`config.mk`:
```
export PLATFORM = sky130hd
export DESIGN_NAME = wake_score_window_detector
export DESIGN_NICKNAME = d
export VERILOG_FILES = /design/src/src/wswd_pkg.sv /design/src/src/wake_score_window_detector.sv
export VERILOG_INCLUDE_DIRS = /design/src /design/src/src
export SDC_FILE = /design/constraint.sdc
export NUM_CORES = 1
export LEC_CHECK = 0
export ABC_CLOCK_PERIOD_IN_PS = 4000
export BUFFER_PORTS_ARGS = -buffer_cell sky130_fd_sc_hd__buf_4
export CAP_MARGIN = 0
export CORE_UTILIZATION = 49
export DETAILED_ROUTE_END_ITERATION = 7
export HOLD_SLACK_MARGIN = 0.05
export PLACE_DENSITY = 0.68
export RECOVER_POWER = 25
export SETUP_SLACK_MARGIN = 0.1
export SLEW_MARGIN = 20
export SYNTH_ARGS = -nofsm -noshare
export SYNTH_HDL_FRONTEND = slang
export SYNTH_SLANG_ARGS = --single-unit
```
`constraint.sdc`:
```
create_clock -name aclk -period 4 [get_ports aclk]
set_input_delay 0.4 -clock aclk [delete_from_list [all_inputs] [get_ports aclk]]
set_output_delay 0.4 -clock aclk [all_outputs]
set_load 0.1 [all_outputs]
```
`src/src/wake_score_window_detector_macros.svh`:
```
// Assertion macros for the wake score window detector.
// Used by src/wake_score_window_detector.sv; assumes a clock named aclk and reset aresetn.
`ifndef WAKE_SCORE_WINDOW_DETECTOR_MACROS_SVH
`define WAKE_SCORE_WINDOW_DETECTOR_MACROS_SVH

`ifndef SYNTHESIS

// Check a property on every clock edge outside reset.
`define WSWD_ASSERT(label, prop, msg) \
    label: assert property (@(posedge aclk) disable iff (!aresetn) (prop)) else $error(msg);

// Check a property on every clock edge, reset included.
`define WSWD_ASSERT_ALWAYS(label, prop, msg) \
    label: assert property (@(posedge aclk) (prop)) else $error(msg);

`else

`define WSWD_ASSERT(label, prop, msg)
`define WSWD_ASSERT_ALWAYS(label, prop, msg)

`endif

`endif

```
`src/src/wswd_pkg.sv`:
```
// Shared types and constants of the wake score window detector.
// No dependencies; imported by src/wake_score_window_detector.sv.
package wswd_pkg;

    localparam int SCORE_W    = 8;
    localparam int CFG_IDX_W  = 2;
    localparam int CFG_DATA_W = 8;

    // request action codes
    localparam logic [1:0] ACT_FRAME = 2'd0;
    localparam logic [1:0] ACT_EVAL  = 2'd1;
    localparam logic [1:0] ACT_CLEAR = 2'd2;

    // configuration register indexes
    localparam logic [CFG_IDX_W-1:0] REG_WINDOW_SIZE  = 2'd0;
    localparam logic [CFG_IDX_W-1:0] REG_FRAME_STRIDE = 2'd1;
    localparam logic [CFG_IDX_W-1:0] REG_SCORE_CUTOFF = 2'd2;

    localparam logic [4:0]         WINDOW_SIZE_RST  = 5'd10;
    localparam logic [SCORE_W-1:0] FRAME_STRIDE_RST = 8'd3;
    localparam logic [SCORE_W-1:0] SCORE_CUTOFF_RST = 8'd200;

    typedef struct packed {
        logic [1:0]         action;
        logic [SCORE_W-1:0] score;
    } in_item_t;

    typedef struct packed {
        logic               evaluated;
        logic               detected;
        logic [SCORE_W-1:0] peak_score;
        logic [SCORE_W-1:0] mean_score;
        logic               stored;
    } out_item_t;

    typedef enum logic [2:0] {
        ST_IDLE,
        ST_EXEC,
        ST_SCAN,
        ST_DIV,
        ST_POST
    } state_t;

endpackage

```
`src/src/wake_score_window_detector.sv`:
```
// Top level of the wake score window detector: score ring memory, scan and divider.
// Depends on src/wswd_pkg.sv and src/wake_score_window_detector_macros.svh.
`include "wake_score_window_detector_macros.svh"

// Wake score window detector. Each request carries an action and a score.
// A frame request advances the stride and ring phases; on every frame_stride-th
// frame it writes the score into the ring entry picked by the ring phase and
// answers stored = 1. An evaluate request walks the first window_size ring
// entries (one synchronous memory read per cycle), keeps the running sum and
// peak, then divides the sum by the window size one quotient bit per cycle.
// It reports peak, floor mean and whether the sum exceeds
// score_cutoff * window_size, but only for the first evaluation after a reset;
// later evaluations answer zeros. A clear request empties the ring (per-entry
// valid bits drop at once, so there is no clearing pass) and rearms the
// evaluation. Every request gives exactly one result. Frame, clear, unknown
// and non-reporting evaluate requests pass through accept, execute and post;
// a reporting evaluation passes through accept, execute, scan, divide and
// post, its length set by the single ring read port (one entry per cycle,
// plus draining the read pipeline) and the one-bit-per-cycle divider. One
// request is processed at a time; a new request is taken while an earlier
// result still waits in the output register. Configuration writes are always
// ready and must be issued only while the block is idle.
module wake_score_window_detector #(
    parameter int MAX_WINDOW = 16
) (
    input  logic                                aclk,
    input  logic                                aresetn,
    // request channel
    input  logic                                s_valid,
    output logic                                s_ready,
    input  wswd_pkg::in_item_t                  s_data,
    // result channel
    output logic                                m_valid,
    input  logic                                m_ready,
    output wswd_pkg::out_item_t                 m_data,
    // configuration write channel
    input  logic                                cfg_valid,
    output logic                                cfg_ready,
    input  logic [wswd_pkg::CFG_IDX_W-1:0]      cfg_index,
    input  logic [wswd_pkg::CFG_DATA_W-1:0]     cfg_wdata
);
    import wswd_pkg::*;

    // address width of the ring, count width able to hold MAX_WINDOW itself
    localparam int IDX_W = (MAX_WINDOW > 1) ? $clog2(MAX_WINDOW) : 1;
    localparam int CNT_W = $clog2(MAX_WINDOW + 1);
    // sum of up to MAX_WINDOW scores
    localparam int SUM_W = SCORE_W + CNT_W;

    // ---------------------------------------------------------------
    // Configuration registers
    // ---------------------------------------------------------------
    logic [4:0]         window_size_reg;
    logic [SCORE_W-1:0] frame_stride_reg;
    logic [SCORE_W-1:0] score_cutoff_reg;

    assign cfg_ready = 1'b1;

    always_ff @(posedge aclk) begin
        if (!aresetn) begin
            window_size_reg  <= WINDOW_SIZE_RST;
            frame_stride_reg <= FRAME_STRIDE_RST;
            score_cutoff_reg <= SCORE_CUTOFF_RST;
        end else if (cfg_valid && cfg_ready) begin
            unique case (cfg_index)
                REG_WINDOW_SIZE:  window_size_reg  <= cfg_wdata[4:0];
                REG_FRAME_STRIDE: frame_stride_reg <= cfg_wdata;
                REG_SCORE_CUTOFF: score_cutoff_reg <= cfg_wdata;
                default: ;  // unmapped index: drop the write
            endcase
        end
    end

    // Effective window: zero acts as one, clamp to the ring depth.
    logic [CNT_W-1:0]   w_eff;
    logic [SCORE_W-1:0] s_eff;

    always_comb begin
        if (window_size_reg == 5'd0) begin
            w_eff = CNT_W'(1);
        end else if (int'(window_size_reg) > MAX_WINDOW) begin
            w_eff = CNT_W'(MAX_WINDOW);
        end else begin
            w_eff = CNT_W'(window_size_reg);
        end
        s_eff = (frame_stride_reg == '0) ? SCORE_W'(1) : frame_stride_reg;
    end

    // ---------------------------------------------------------------
    // State
    // ---------------------------------------------------------------
    state_t              state_reg, state_next;
    in_item_t            item_reg;
    out_item_t           res_reg;
    logic [SCORE_W-1:0]  stride_phase_reg;
    logic [IDX_W-1:0]    ring_phase_reg;
    logic                eval_done_reg;

    // ring memory with one valid bit per entry; a never-written or cleared
    // entry reads as zero
    logic [SCORE_W-1:0]    ring_mem [MAX_WINDOW];
    logic [MAX_WINDOW-1:0] live_reg;
    logic [SCORE_W-1:0]    rd_data_reg;
    logic                  rd_live_reg;

    // scan and divide datapath
    logic [CNT_W-1:0]    scan_cnt_reg;
    logic                rd_pend_reg;
    logic [SUM_W-1:0]    sum_reg;
    logic [SCORE_W-1:0]  peak_reg;
    logic [SUM_W-1:0]    thr_reg;
    logic [SUM_W-1:0]    rem_reg;
    logic [SUM_W-1:0]    dvs_reg;
    logic [SCORE_W-1:0]  quo_reg;
    logic [2:0]          div_cnt_reg;

    // output register
    logic                m_valid_reg;
    out_item_t           m_data_reg;

    assign m_valid = m_valid_reg;
    assign m_data  = m_data_reg;

    // ---------------------------------------------------------------
    // Frame phase arithmetic
    // ---------------------------------------------------------------
    logic [SCORE_W:0] sp_sum;
    logic [CNT_W-1:0] rp_sum;
    logic             sp_wrap;
    logic             rp_wrap;
    logic [IDX_W-1:0] rp_new;

    always_comb begin
        sp_sum  = {1'b0, stride_phase_reg} + (SCORE_W+1)'(1);
        rp_sum  = CNT_W'(ring_phase_reg) + CNT_W'(1);
        sp_wrap = (sp_sum >= {1'b0, s_eff});
        rp_wrap = (rp_sum >= w_eff);
        rp_new  = rp_wrap ? '0 : rp_sum[IDX_W-1:0];
    end

    // ---------------------------------------------------------------
    // Scan progress and divider step
    // ---------------------------------------------------------------
    logic               scan_issue;
    logic               scan_done;
    logic [SCORE_W-1:0] rd_val;
    logic [SUM_W-1:0]   rem_sub;
    logic               quo_bit;
    logic               div_last;

    always_comb begin
        scan_issue = (scan_cnt_reg < w_eff);
        scan_done  = !scan_issue && !rd_pend_reg;
        rd_val     = rd_live_reg ? rd_data_reg : '0;
        quo_bit    = (rem_reg >= dvs_reg);
        rem_sub    = rem_reg - dvs_reg;
        div_last   = (div_cnt_reg == 3'd0);
    end

    // ---------------------------------------------------------------
    // Next state
    // ---------------------------------------------------------------
    always_comb begin
        state_next = state_reg;
        unique case (state_reg)
            ST_IDLE: begin
                if (s_valid) state_next = ST_EXEC;
            end
            ST_EXEC: begin
                if (item_reg.action == ACT_EVAL && !eval_done_reg) begin
                    state_next = ST_SCAN;
                end else begin
                    state_next = ST_POST;
                end
            end
            ST_SCAN: begin
                if (scan_done) state_next = ST_DIV;
            end
            ST_DIV: begin
                if (div_last) state_next = ST_POST;
            end
            ST_POST: begin
                if (!m_valid_reg || m_ready) state_next = ST_IDLE;
            end
            default: state_next = ST_IDLE;
        endcase
    end

    // ---------------------------------------------------------------
    // Control outputs
    // ---------------------------------------------------------------
    logic             mem_we;
    logic [IDX_W-1:0] rd_addr;
    logic             out_load;

    always_comb begin
        s_ready  = 1'b0;
        mem_we   = 1'b0;
        out_load = 1'b0;
        rd_addr  = scan_cnt_reg[IDX_W-1:0];
        unique case (state_reg)
            ST_IDLE: s_ready = 1'b1;
            ST_EXEC: mem_we  = (item_reg.action == ACT_FRAME) && sp_wrap;
            ST_SCAN: ;
            ST_DIV:  ;
            ST_POST: out_load = !m_valid_reg || m_ready;
            default: ;
        endcase
    end

    always_ff @(posedge aclk) begin
        if (!aresetn) begin
            state_reg <= ST_IDLE;
        end else begin
            state_reg <= state_next;
        end
    end

    // ---------------------------------------------------------------
    // Ring memory: one write port, one registered read port
    // ---------------------------------------------------------------
    always_ff @(posedge aclk) begin
        if (mem_we) begin
            ring_mem[rp_new] <= item_reg.score;
        end
        rd_data_reg <= ring_mem[rd_addr];
    end

    always_ff @(posedge aclk) begin
        if (!aresetn) begin
            live_reg    <= '0;
            rd_live_reg <= 1'b0;
        end else begin
            rd_live_reg <= live_reg[rd_addr];
            if (state_reg == ST_EXEC && item_reg.action == ACT_CLEAR) begin
                live_reg <= '0;
            end else if (mem_we) begin
                live_reg[rp_new] <= 1'b1;
            end
        end
    end

    // ---------------------------------------------------------------
    // Phases and evaluation flag
    // ---------------------------------------------------------------
    always_ff @(posedge aclk) begin
        if (!aresetn) begin
            stride_phase_reg <= '0;
            ring_phase_reg   <= '0;
            eval_done_reg    <= 1'b0;
        end else if (state_reg == ST_EXEC) begin
            unique case (item_reg.action)
                ACT_FRAME: begin
                    stride_phase_reg <= sp_wrap ? '0 : sp_sum[SCORE_W-1:0];
                    ring_phase_reg   <= rp_new;
                end
                ACT_EVAL: eval_done_reg <= 1'b1;
                ACT_CLEAR: begin
                    stride_phase_reg <= '0;
                    ring_phase_reg   <= '0;
                    eval_done_reg    <= 1'b0;
                end
                default: ;  // unknown action: leave state alone
            endcase
        end
    end

    // ---------------------------------------------------------------
    // Request capture, scan, divide and result assembly
    // ---------------------------------------------------------------
    always_ff @(posedge aclk) begin
        if (!aresetn) begin
            rd_pend_reg <= 1'b0;
        end else begin
            rd_pend_reg <= (state_reg == ST_SCAN) && scan_issue;
        end
    end

    always_ff @(posedge aclk) begin
        if (s_valid && s_ready) begin
            item_reg <= s_data;
        end

        unique case (state_reg)
            ST_EXEC: begin
                // default answer: all zeros, stored flag for a writing frame
                res_reg      <= '{evaluated: 1'b0, detected: 1'b0, peak_score: '0,
                                  mean_score: '0, stored: mem_we};
                scan_cnt_reg <= '0;
                sum_reg      <= '0;
                peak_reg     <= '0;
            end
            ST_SCAN: begin
                if (scan_issue) begin
                    scan_cnt_reg <= scan_cnt_reg + CNT_W'(1);
                end
                if (rd_pend_reg) begin
                    sum_reg <= sum_reg + SUM_W'(rd_val);
                    if (rd_val > peak_reg) peak_reg <= rd_val;
                end
                if (scan_done) begin
                    // set up the divider: largest shifted divisor first
                    rem_reg     <= sum_reg;
                    dvs_reg     <= SUM_W'(w_eff) << (SCORE_W - 1);
                    thr_reg     <= SUM_W'(score_cutoff_reg) * SUM_W'(w_eff);
                    div_cnt_reg <= 3'(SCORE_W - 1);
                    quo_reg     <= '0;
                end
            end
            ST_DIV: begin
                if (quo_bit) rem_reg <= rem_sub;
                dvs_reg     <= dvs_reg >> 1;
                quo_reg     <= {quo_reg[SCORE_W-2:0], quo_bit};
                div_cnt_reg <= div_cnt_reg - 3'd1;
                if (div_last) begin
                    res_reg <= '{evaluated: 1'b1, detected: (sum_reg > thr_reg),
                                 peak_score: peak_reg,
                                 mean_score: {quo_reg[SCORE_W-2:0], quo_bit},
                                 stored: 1'b0};
                end
            end
            ST_IDLE: ;
            ST_POST: ;
            default: ;
        endcase
    end

    // ---------------------------------------------------------------
    // Output register: hold until taken, reload as it drains
    // ---------------------------------------------------------------
    always_ff @(posedge aclk) begin
        if (!aresetn) begin
            m_valid_reg <= 1'b0;
        end else if (out_load) begin
            m_valid_reg <= 1'b1;
        end else if (m_ready) begin
            m_valid_reg <= 1'b0;
        end
    end

    always_ff @(posedge aclk) begin
        if (out_load) begin
            m_data_reg <= res_reg;
        end
    end

    // ---------------------------------------------------------------
    // Assertions
    // ---------------------------------------------------------------
    `WSWD_ASSERT(a_mean_below_peak, m_valid |-> (m_data.mean_score <= m_data.peak_score), "mean above peak")
    `WSWD_ASSERT(a_detect_needs_eval, (m_valid && m_data.detected) |-> m_data.evaluated, "detect without evaluation")
    `WSWD_ASSERT(a_no_write_in_scan, (state_reg == ST_SCAN || state_reg == ST_DIV) |-> !mem_we, "ring write during evaluation")
    `WSWD_ASSERT(a_load_from_post, $rose(m_valid) |-> $past(state_reg == ST_POST), "result loaded outside post state")

endmodule

```
==> results of run 1 <==
## worst max-delay path, delay by kind of cell (launching register included)
kind            cells  cell delay, ns
buf+inv             6            0.69
fa+ha+maj           4            1.44
xor+xnor            1            0.09
simple gates        2            0.27
flops               1            0.30
compound gates      5            0.91
## routing by layer
metal  vias to the layer above  track usage [%]  share of wire [%]
met5                         -                0                  0
met4                         0             6.46                2.7
met3                        63             2.79                3.5
met2                       190             34.2                 49
met1                      4579             26.7                 45
li1                       4486                -                  -
## report_power, final
part / internal [W] / switching, W / leakage, nW
logic: 0.000259 / 0.000359 / 3.64
clock network: 0.00208 / 0.00130 / 0.599
registers: 0.00361 / 0.0000655 / 2.81
total: 0.00594 / 0.00173 / 7.04
## synth_stat cells, types with 11 or more instances
master	instances	area share (%)
fa_1	20	2.6
mux2i_1	24	1.6
dfxtp_1	64	8.4
nor3_1	24	0.79
edfxtp_1	250	49
ha_1	87	7.1
and2_1	30	1.2
clkbuf_1	27	0.67
nand3_1	12	0.39
and3_1	27	1.1
inv_1	100	2.5
nor2_1	82	2.0
xnor2_1	12	0.69
a21oi_1	32	1.1
nor2b_1	14	0.57
a21o_1	13	0.64
o21ai_0	27	0.89
nand2b_1	11	0.45
o21a_1	16	0.79
nand2_1	98	2.4
mux4_2	45	6.7
o31ai_1	14	0.69
## final cells by class
cell class                      count  area (µm²)
Inverter                          100         375
Clock buffer                       39         891
Timing Repair Buffer              111         855
Fill cell                        2418       12900
Tap cell                          396         495
Clock inverter                     25         328
Sequential cell                   314        8790
Multi-Input combinational cell    710        6000
Antenna cell                        1        2.50
## placed cells by master (no fill, tap or decap), types with 29 or more instances in the layout
master	instances
a21oi_1	29
and2_1	29
buf_4	90
clkbuf_16	35
dfxtp_1	63
edfxtp_1	250
ha_1	83
inv_1	95
mux4_2	45
nand2_1	94
nor2_1	81
## final timing paths
path                            cells past startpoint                  end  slack [ns]
worst max-delay path                               18          thr_reg[11]        0.04
worst min-delay path                                3  score_cutoff_reg[6]        0.11
worst max register to register                     18          thr_reg[11]        0.04
worst min register to register                      0            m_data[5]        0.42
## cells by family (layout without fill, tap and decap cells)
logic type      count (synthesis)  in the layout  synth area share [%]
mux                            69             69                  8.23
other cells                     1              2                0.0246
xor+xnor                       23             23                  1.37
simple gates                  349            349                  11.7
compound gates                161            161                  7.29
buf+inv                       147            275                  3.89
flops                         314            314                  57.7
fa+ha+maj                     107            107                  9.77
## repair_timing
item | CTS | global route
pin swaps | 2 | 11
gates resized for setup | 10 | 25
setup buffers | 0 | 8
hold buffers | 10 | 0
endpoints found under the setup margin | 4 | 4
endpoints found under the hold margin | 10 | 0
## metrics by stage
step | instance area (µm²) | utilization (%) | hold WS [ns]
after floorplan | 15200 | - | 0.400
after global placement | 16200 | 53.0 | 0.403
after detailed placement | 16200 | 53.0 | 0.405
after CTS | 17600 | 57.5 | 0.0972
after global routing | 17700 | 58.0 | 0.111
final | 17700 | 58.0 | 0.110
==> flow_metrics.py, run 1 <==
metrics = {
    "run_status": {
        "status": "completed",
    },
    "floorplan": {
        "die_area_um2": 31800,
        "die_height_um": 178,
        "rows": 64,
        "die_w_um": 178,
        "ioPinCount": 47,
        "core-area_um2": 30600,
        "start_util_pct": 49.8,
    },
    "placement": {
        "place_ws_ns": -0.148,
        "dp_hpwl_um": 21900,
        "gp_congestion": 0.823,
        "portBuffers": 45,
        "placed_cells": 1613,
    },
    "yosys": {
        "ys_ff_latch": 314,
        "synth_nets": 1303,
        "synth.avg_cell_area_um2": 13.0,
        "synth-edff-count": 250,
        "synthArstFlopShare_pct": 0,
        "yosysWarnings": 0,
        "synthFlopType": "edfxtp_1",
        "syn_inst": 1171,
        "synth_cell_types": 77,
        "netlist_area_um2": 15200,
        "yosysSeqAreaShare_pct": 57.7,
    },
    "route": {
        "drtPass1Iterations": 5,
        "viasPerCell": 5.49,
        "drt_iter0_markers": 679,
        "wl_per_cell_um": 18.2,
        "drt_wl_total_um": 30900,
        "drtAntennaViolNets": 0,
        "vias": 9318,
        "drc": 0,
    },
    "cells_and_area": {
        "largest_register_ffs": 128,
        "nets": 1404,
        "drive_gt1_share_pct": 19.4,
        "area_growth_pct": 16.4,
        "instances_no_fill": 1696,
    },
    "setup_path": {
        "cpPeakStageDelay_ns": 0.54,
        "crit_path_top_delay_cell": "fa_1",
        "cp-startpoint": "window_size_reg[2]",
        "cp_common_cell": "buf_4",
        "arrival_ns": 4.22,
        "path_cells": "nor2b_1 > buf_4 > buf_4 > and2_1 > ha_1 > ha_1 > inv_2 > fa_1 > inv_2 > buf_4 > ha_1 > a21oi_2 > o21ai_2 > a2111oi_4 > buf_4 > o31ai_1 > a21oi_1 > xnor2_1",
        "cp.required_ns": 4.27,
        "path_max_fanout": 5,
        "critPathKind": "reg -> reg",
        "critPathLaunchType": "flip-flop",
        "reg2reg_from": "window_size_reg[2]",
        "cp-end-kind": "flip-flop",
    },
    "grt": {
        "grt_use_total_pct": 20.2,
        "antenna_found_initial": 1,
        "grt_max_degree": 41,
        "grt_pass1_wl_um": 49500,
        "grt_pass1_vias": 9321,
        "grt_overflow": 0,
    },
    "power": {
        "p_per_area_nw_per_um2": 432,
        "p_total_w": 0.00767,
        "peakVddDrop_v": 0.000259,
        "power.leakage_nw": 7.04,
    },
    "sta": {
        "worst_pin_slew_ns": 1.05,
        "tns_ns": 0,
        "period_share_pct": 98.9,
        "setup_ws_ns": 0.0436,
        "grt_setup_unrepaired": "true",
        "skew_ns": 0.0129,
        "fmax_mhz": 253,
        "min_period_ns": 3.96,
        "hold_viol_final": 0,
        "slew_headroom_pct": 29.8,
        "finalSetupViolations": 0,
        "slew_violations": 0,
    },
    "clocking": {
        "numCtsBuffers": 35,
        "cts_sinks": 314,
        "clock_path_buffers": 3,
        "cts_root_buf": "clkbuf_16",
        "htreeDepth": 2,
        "clk_latency_ns": 0.52,
        "path_clk_slew_ns": 0.06,
        "cts_tree": "yes",
    },
    "flow_run": {
        "maxCapViolations": 0,
    },
    "min_path": {
        "hold_class": "in -> reg",
        "worstHoldStart": "cfg_wdata[6]",
    },
}
(Power assumes the default switching activity.)
==> inputs of run 2 (changes only) <==
--- a/config.mk
+++ b/config.mk
@@ -6,6 +6,7 @@
 export SDC_FILE = /design/constraint.sdc
 export NUM_CORES = 1
 export LEC_CHECK = 0
+export ABC_AREA = 1
 export ABC_CLOCK_PERIOD_IN_PS = 4000
 export BUFFER_PORTS_ARGS = -buffer_cell sky130_fd_sc_hd__buf_4
 export CAP_MARGIN = 0
==> run 2 against run 1 <==
- the run now ends with design-rule violations left
- combinational power increased to 5.7 times the previous value
- worst hold slack better by 0.0095 ns
- worst setup slack gained 0.23 ns
- critical path depth shrank 2
- fmax is 6.2% higher
- largest power group unchanged
- largest cell class unchanged
- first-iteration DRC count is 23% higher
- synthesized cell count grew 29%
- flip-flop and latch count stayed put
- clock skew up 0.0038 ns
- non-clock buffer count down 31
==> flow_metrics.py, run 2 <==
metrics = {
    "yosys": {
        "syn_inst": 1505,
        "synth_nets": 1637,
        "yosysSeqAreaShare_pct": 57.1,
        "ys_top_cells_by_count": "edfxtp_1, inv_1, nand2_1, nor2_1, o21ai_0",
        "synthArstFlopShare_pct": 0,
        "synth_cell_types": 51,
        "synth.avg_cell_area_um2": 10.2,
        "synth_most_common_cell": "edfxtp_1",
        "synth.top_cell.area_share_pct": 48.8,
        "netlist_top_cells_area": "edfxtp_1, dfxtp_1, ha_1, inv_1, nand2_1",
        "netlist_area_um2": 15400,
        "yosysTopAreaCell": "edfxtp_1",
        "synth-edff-count": 250,
        "ys_ff_latch": 314,
        "yosysWarnings": 0,
        "synthFlopType": "edfxtp_1",
    },
    "grt": {
        "grt_pass1_vias": 10500,
        "grt_max_degree": 53,
        "antenna_found_initial": 0,
        "grt_overflow": 0,
        "grt_pass1_wl_um": 52800,
        "grt_use_total_pct": 21.0,
    },
    "sta": {
        "worst_pin_slew_ns": 1.06,
        "hold_ws_ns": 0.120,
        "finalSetupViolations": 0,
        "slew_violations": 0,
        "skew_ns": 0.0167,
        "hold_viol_final": 0,
        "fmax_mhz": 268,
        "grt_setup_unrepaired": "false",
        "period_share_pct": 93.1,
        "slew_headroom_pct": 29.6,
        "tns_ns": 0,
        "min_period_ns": 3.73,
    },
    "floorplan": {
        "rows": 64,
        "die_area_um2": 32100,
        "core-area_um2": 30700,
        "ioPinCount": 47,
        "die_w_um": 179,
        "die_height_um": 179,
        "start_util_pct": 50.0,
    },
    "power": {
        "seqPwrFrac_pct": 39.8,
        "peakVddDrop_v": 0.000423,
        "power_switching_w": 0.00420,
        "switching_share_pct": 36.2,
        "p_per_area_nw_per_um2": 659,
        "internal_power_w": 0.00741,
        "power.leakage_nw": 7.17,
        "p_comb_share_pct": 30.5,
        "clkPwrFrac_pct": 29.7,
    },
    "cells_and_area": {
        "instances_no_fill": 1999,
        "largest_register_ffs": 128,
        "final_common_cell": "edfxtp_1",
        "drive_gt1_share_pct": 11.2,
        "n_fill_cell": 2690,
        "final_util_pct": 57.3,
        "area_growth_pct": 14.6,
        "layout_common_cells": "edfxtp_1, inv_1, nand2_1, nor2_1, o21ai_0",
        "antenna_cells": 0,
        "nets": 1708,
    },
    "setup_path": {
        "cp-end-kind": "flip-flop",
        "arrival_ns": 3.99,
        "cp.required_ns": 4.27,
        "critPathKind": "reg -> reg",
        "critPathLaunchType": "flip-flop",
        "cpPeakStageDelay_ns": 0.56,
        "cp.buffers_inverters": 2,
        "path_max_fanout": 5,
        "path_cells": "nor2_1 > nand3_1 > nand2_1 > nand2_2 > inv_2 > nand2_1 > fa_1 > fa_1 > inv_1 > fa_2 > ha_2 > nand2_2 > nor2_2 > a211oi_4 > o21ai_1 > xor2_1",
        "crit_path_top_delay_cell": "fa_2",
        "critPathTopFamily": "adder cells",
    },
    "route": {
        "top_layer_used": "met4",
        "wl_met1_um": 14900,
        "drtPass1Iterations": 7,
        "wl_met2_um": 15300,
        "vias": 10700,
        "viasPerCell": 5.36,
        "wl_met3_um": 1400,
        "drtAntennaViolNets": 0,
        "drc": 13,
        "drt_iter0_markers": 835,
        "drt_wl_total_um": 32400,
        "wl_per_cell_um": 16.2,
    },
    "clocking": {
        "cts_sinks": 314,
        "path_clk_slew_ns": 0.06,
        "clk_latency_ns": 0.53,
        "clock_path_buffers": 3,
        "cts_root_buf": "clkbuf_16",
        "htreeDepth": 2,
        "numCtsBuffers": 35,
        "cts_tree": "yes",
    },
    "run_status": {
        "status": "finished with violations",
        "violations": "design-rule violations",
    },
    "flow_run": {
        "maxCapViolations": 0,
    },
    "min_path": {
        "hold_class": "in -> reg",
    },
    "placement": {
        "gp_congestion": 0.866,
        "portBuffers": 45,
        "dp_hpwl_um": 22300,
        "placed_cells": 1922,
    },
}
run 2: cell types whose count changed after synthesis, moves of 17 or more:
| cell | delta |
|---|---|
| nand4_1 | +22 |
| inv_1 | +112 |
| and3_1 | -27 |
| mux2i_1 | -23 |
| nor2_1 | +95 |
| mux4_2 | -45 |
| o21ai_0 | +104 |
| nand3_1 | +41 |
| a21oi_1 | +58 |
| and2_1 | -29 |
| nor3_1 | -17 |
| nand2_1 | +95 |
run 2: metal layers:
| layer | vias up | GRT usage [%] |
|---|---|---|
| li1 | 5310 | - |
| met1 | 5103 | 28.5 |
| met2 | 246 | 34.7 |
| met3 | 63 | 2.97 |
| met4 | 0 | 6.37 |
| met5 | - | 0 |
run 2: worst register-to-register path, cell delays in order, from the launching register on:
cell and delay, ns:
dfxtp_1 0.31, nor2_1 0.10, nand3_1 0.09, nand2_1 0.09, nand2_2 0.10, inv_2 0.08
nand2_1 0.07, fa_1 0.49, fa_1 0.55, inv_1 0.06, fa_2 0.56, ha_2 0.31
nand2_2 0.11, nor2_2 0.06, a211oi_4 0.25, o21ai_1 0.11, xor2_1 0.15
run 2: worst paths after layout:
kind	end	startpoint	cells past startpoint	slack, ns
worst max-delay path	thr_reg[9]	window_size_reg[0]	16	0.27
worst min-delay path	score_cutoff_reg[6]	cfg_wdata[6]	3	0.12
worst max register to register	thr_reg[9]	window_size_reg[0]	16	0.27
worst min register to register	m_data[1]	res_reg[1]	0	0.42
run 2: cell type report:
| class | count | area [µm²] | share of cell area (%) |
|---|---|---|---|
| clock buffers | 45 | 943 | 5.35 |
| clock inverters | 19 | 313 | 1.77 |
| inverters | 217 | 815 | 4.62 |
| multi-input cells | 928 | 5650 | 32.1 |
| flip-flops and latches | 314 | 8790 | 49.9 |
| well taps | 396 | 495 | 2.81 |
| repair buffers | 80 | 618 | 3.51 |
run 2: power by group through the flow:
| stage | sequential [W] | clock, W | combinational (W) |
|---|---|---|---|
| 5_1_grt | 0.00467 | 0.00363 | 0.00396 |
| 2_1_floorplan | 0.00488 | 0 | 0.00227 |
| 3_5_place_dp | 0.00469 | 0 | 0.00348 |
| 4_1_cts | 0.00463 | 0.00351 | 0.00352 |
| 6_report | 0.00462 | 0.00345 | 0.00354 |
| 3_3_place_gp | 0.00467 | 0 | 0.00341 |
run 2: cells by family after synthesis:
group                      Yosys count  share of synthesized area [%]
muxes                                1                         0.0651
other                                1                         0.0244
adders and majority gates          107                           9.68
buffers and inverters              263                           6.53
DFF                                314                           57.1
AOI/OAI and AO/OA                  305                           11.3
and+or+nand+nor                    487                           13.7
xor gates and xnor gates            27                           1.54
run 2: what timing repair did:
| action | 4_1_cts | 5_1_grt |
|---|---|---|
| endpoints found under the setup margin | 1 | 6 |
| endpoints found under the hold margin | 10 | 0 |
| gates cloned | 0 | 0 |
| resized for setup | 0 | 19 |
| hold buffers | 10 | 0 |
| setup buffers | 0 | 3 |
| pin swaps | 1 | 10 |
run 2: per-stage QoR:
| stage | instance area [µm²] | setup WS, ns | power [W] |
|---|---|---|---|
| floorplan | 15400 | 0.138 | 0.00715 |
| global placement | 16200 | 0.127 | 0.00807 |
| detailed placement | 16200 | 0.105 | 0.00817 |
| CTS | 17600 | 0.104 | 0.0117 |
| global route | 17600 | 0.105 | 0.0123 |
| finish | 17600 | 0.275 | 0.0116 |
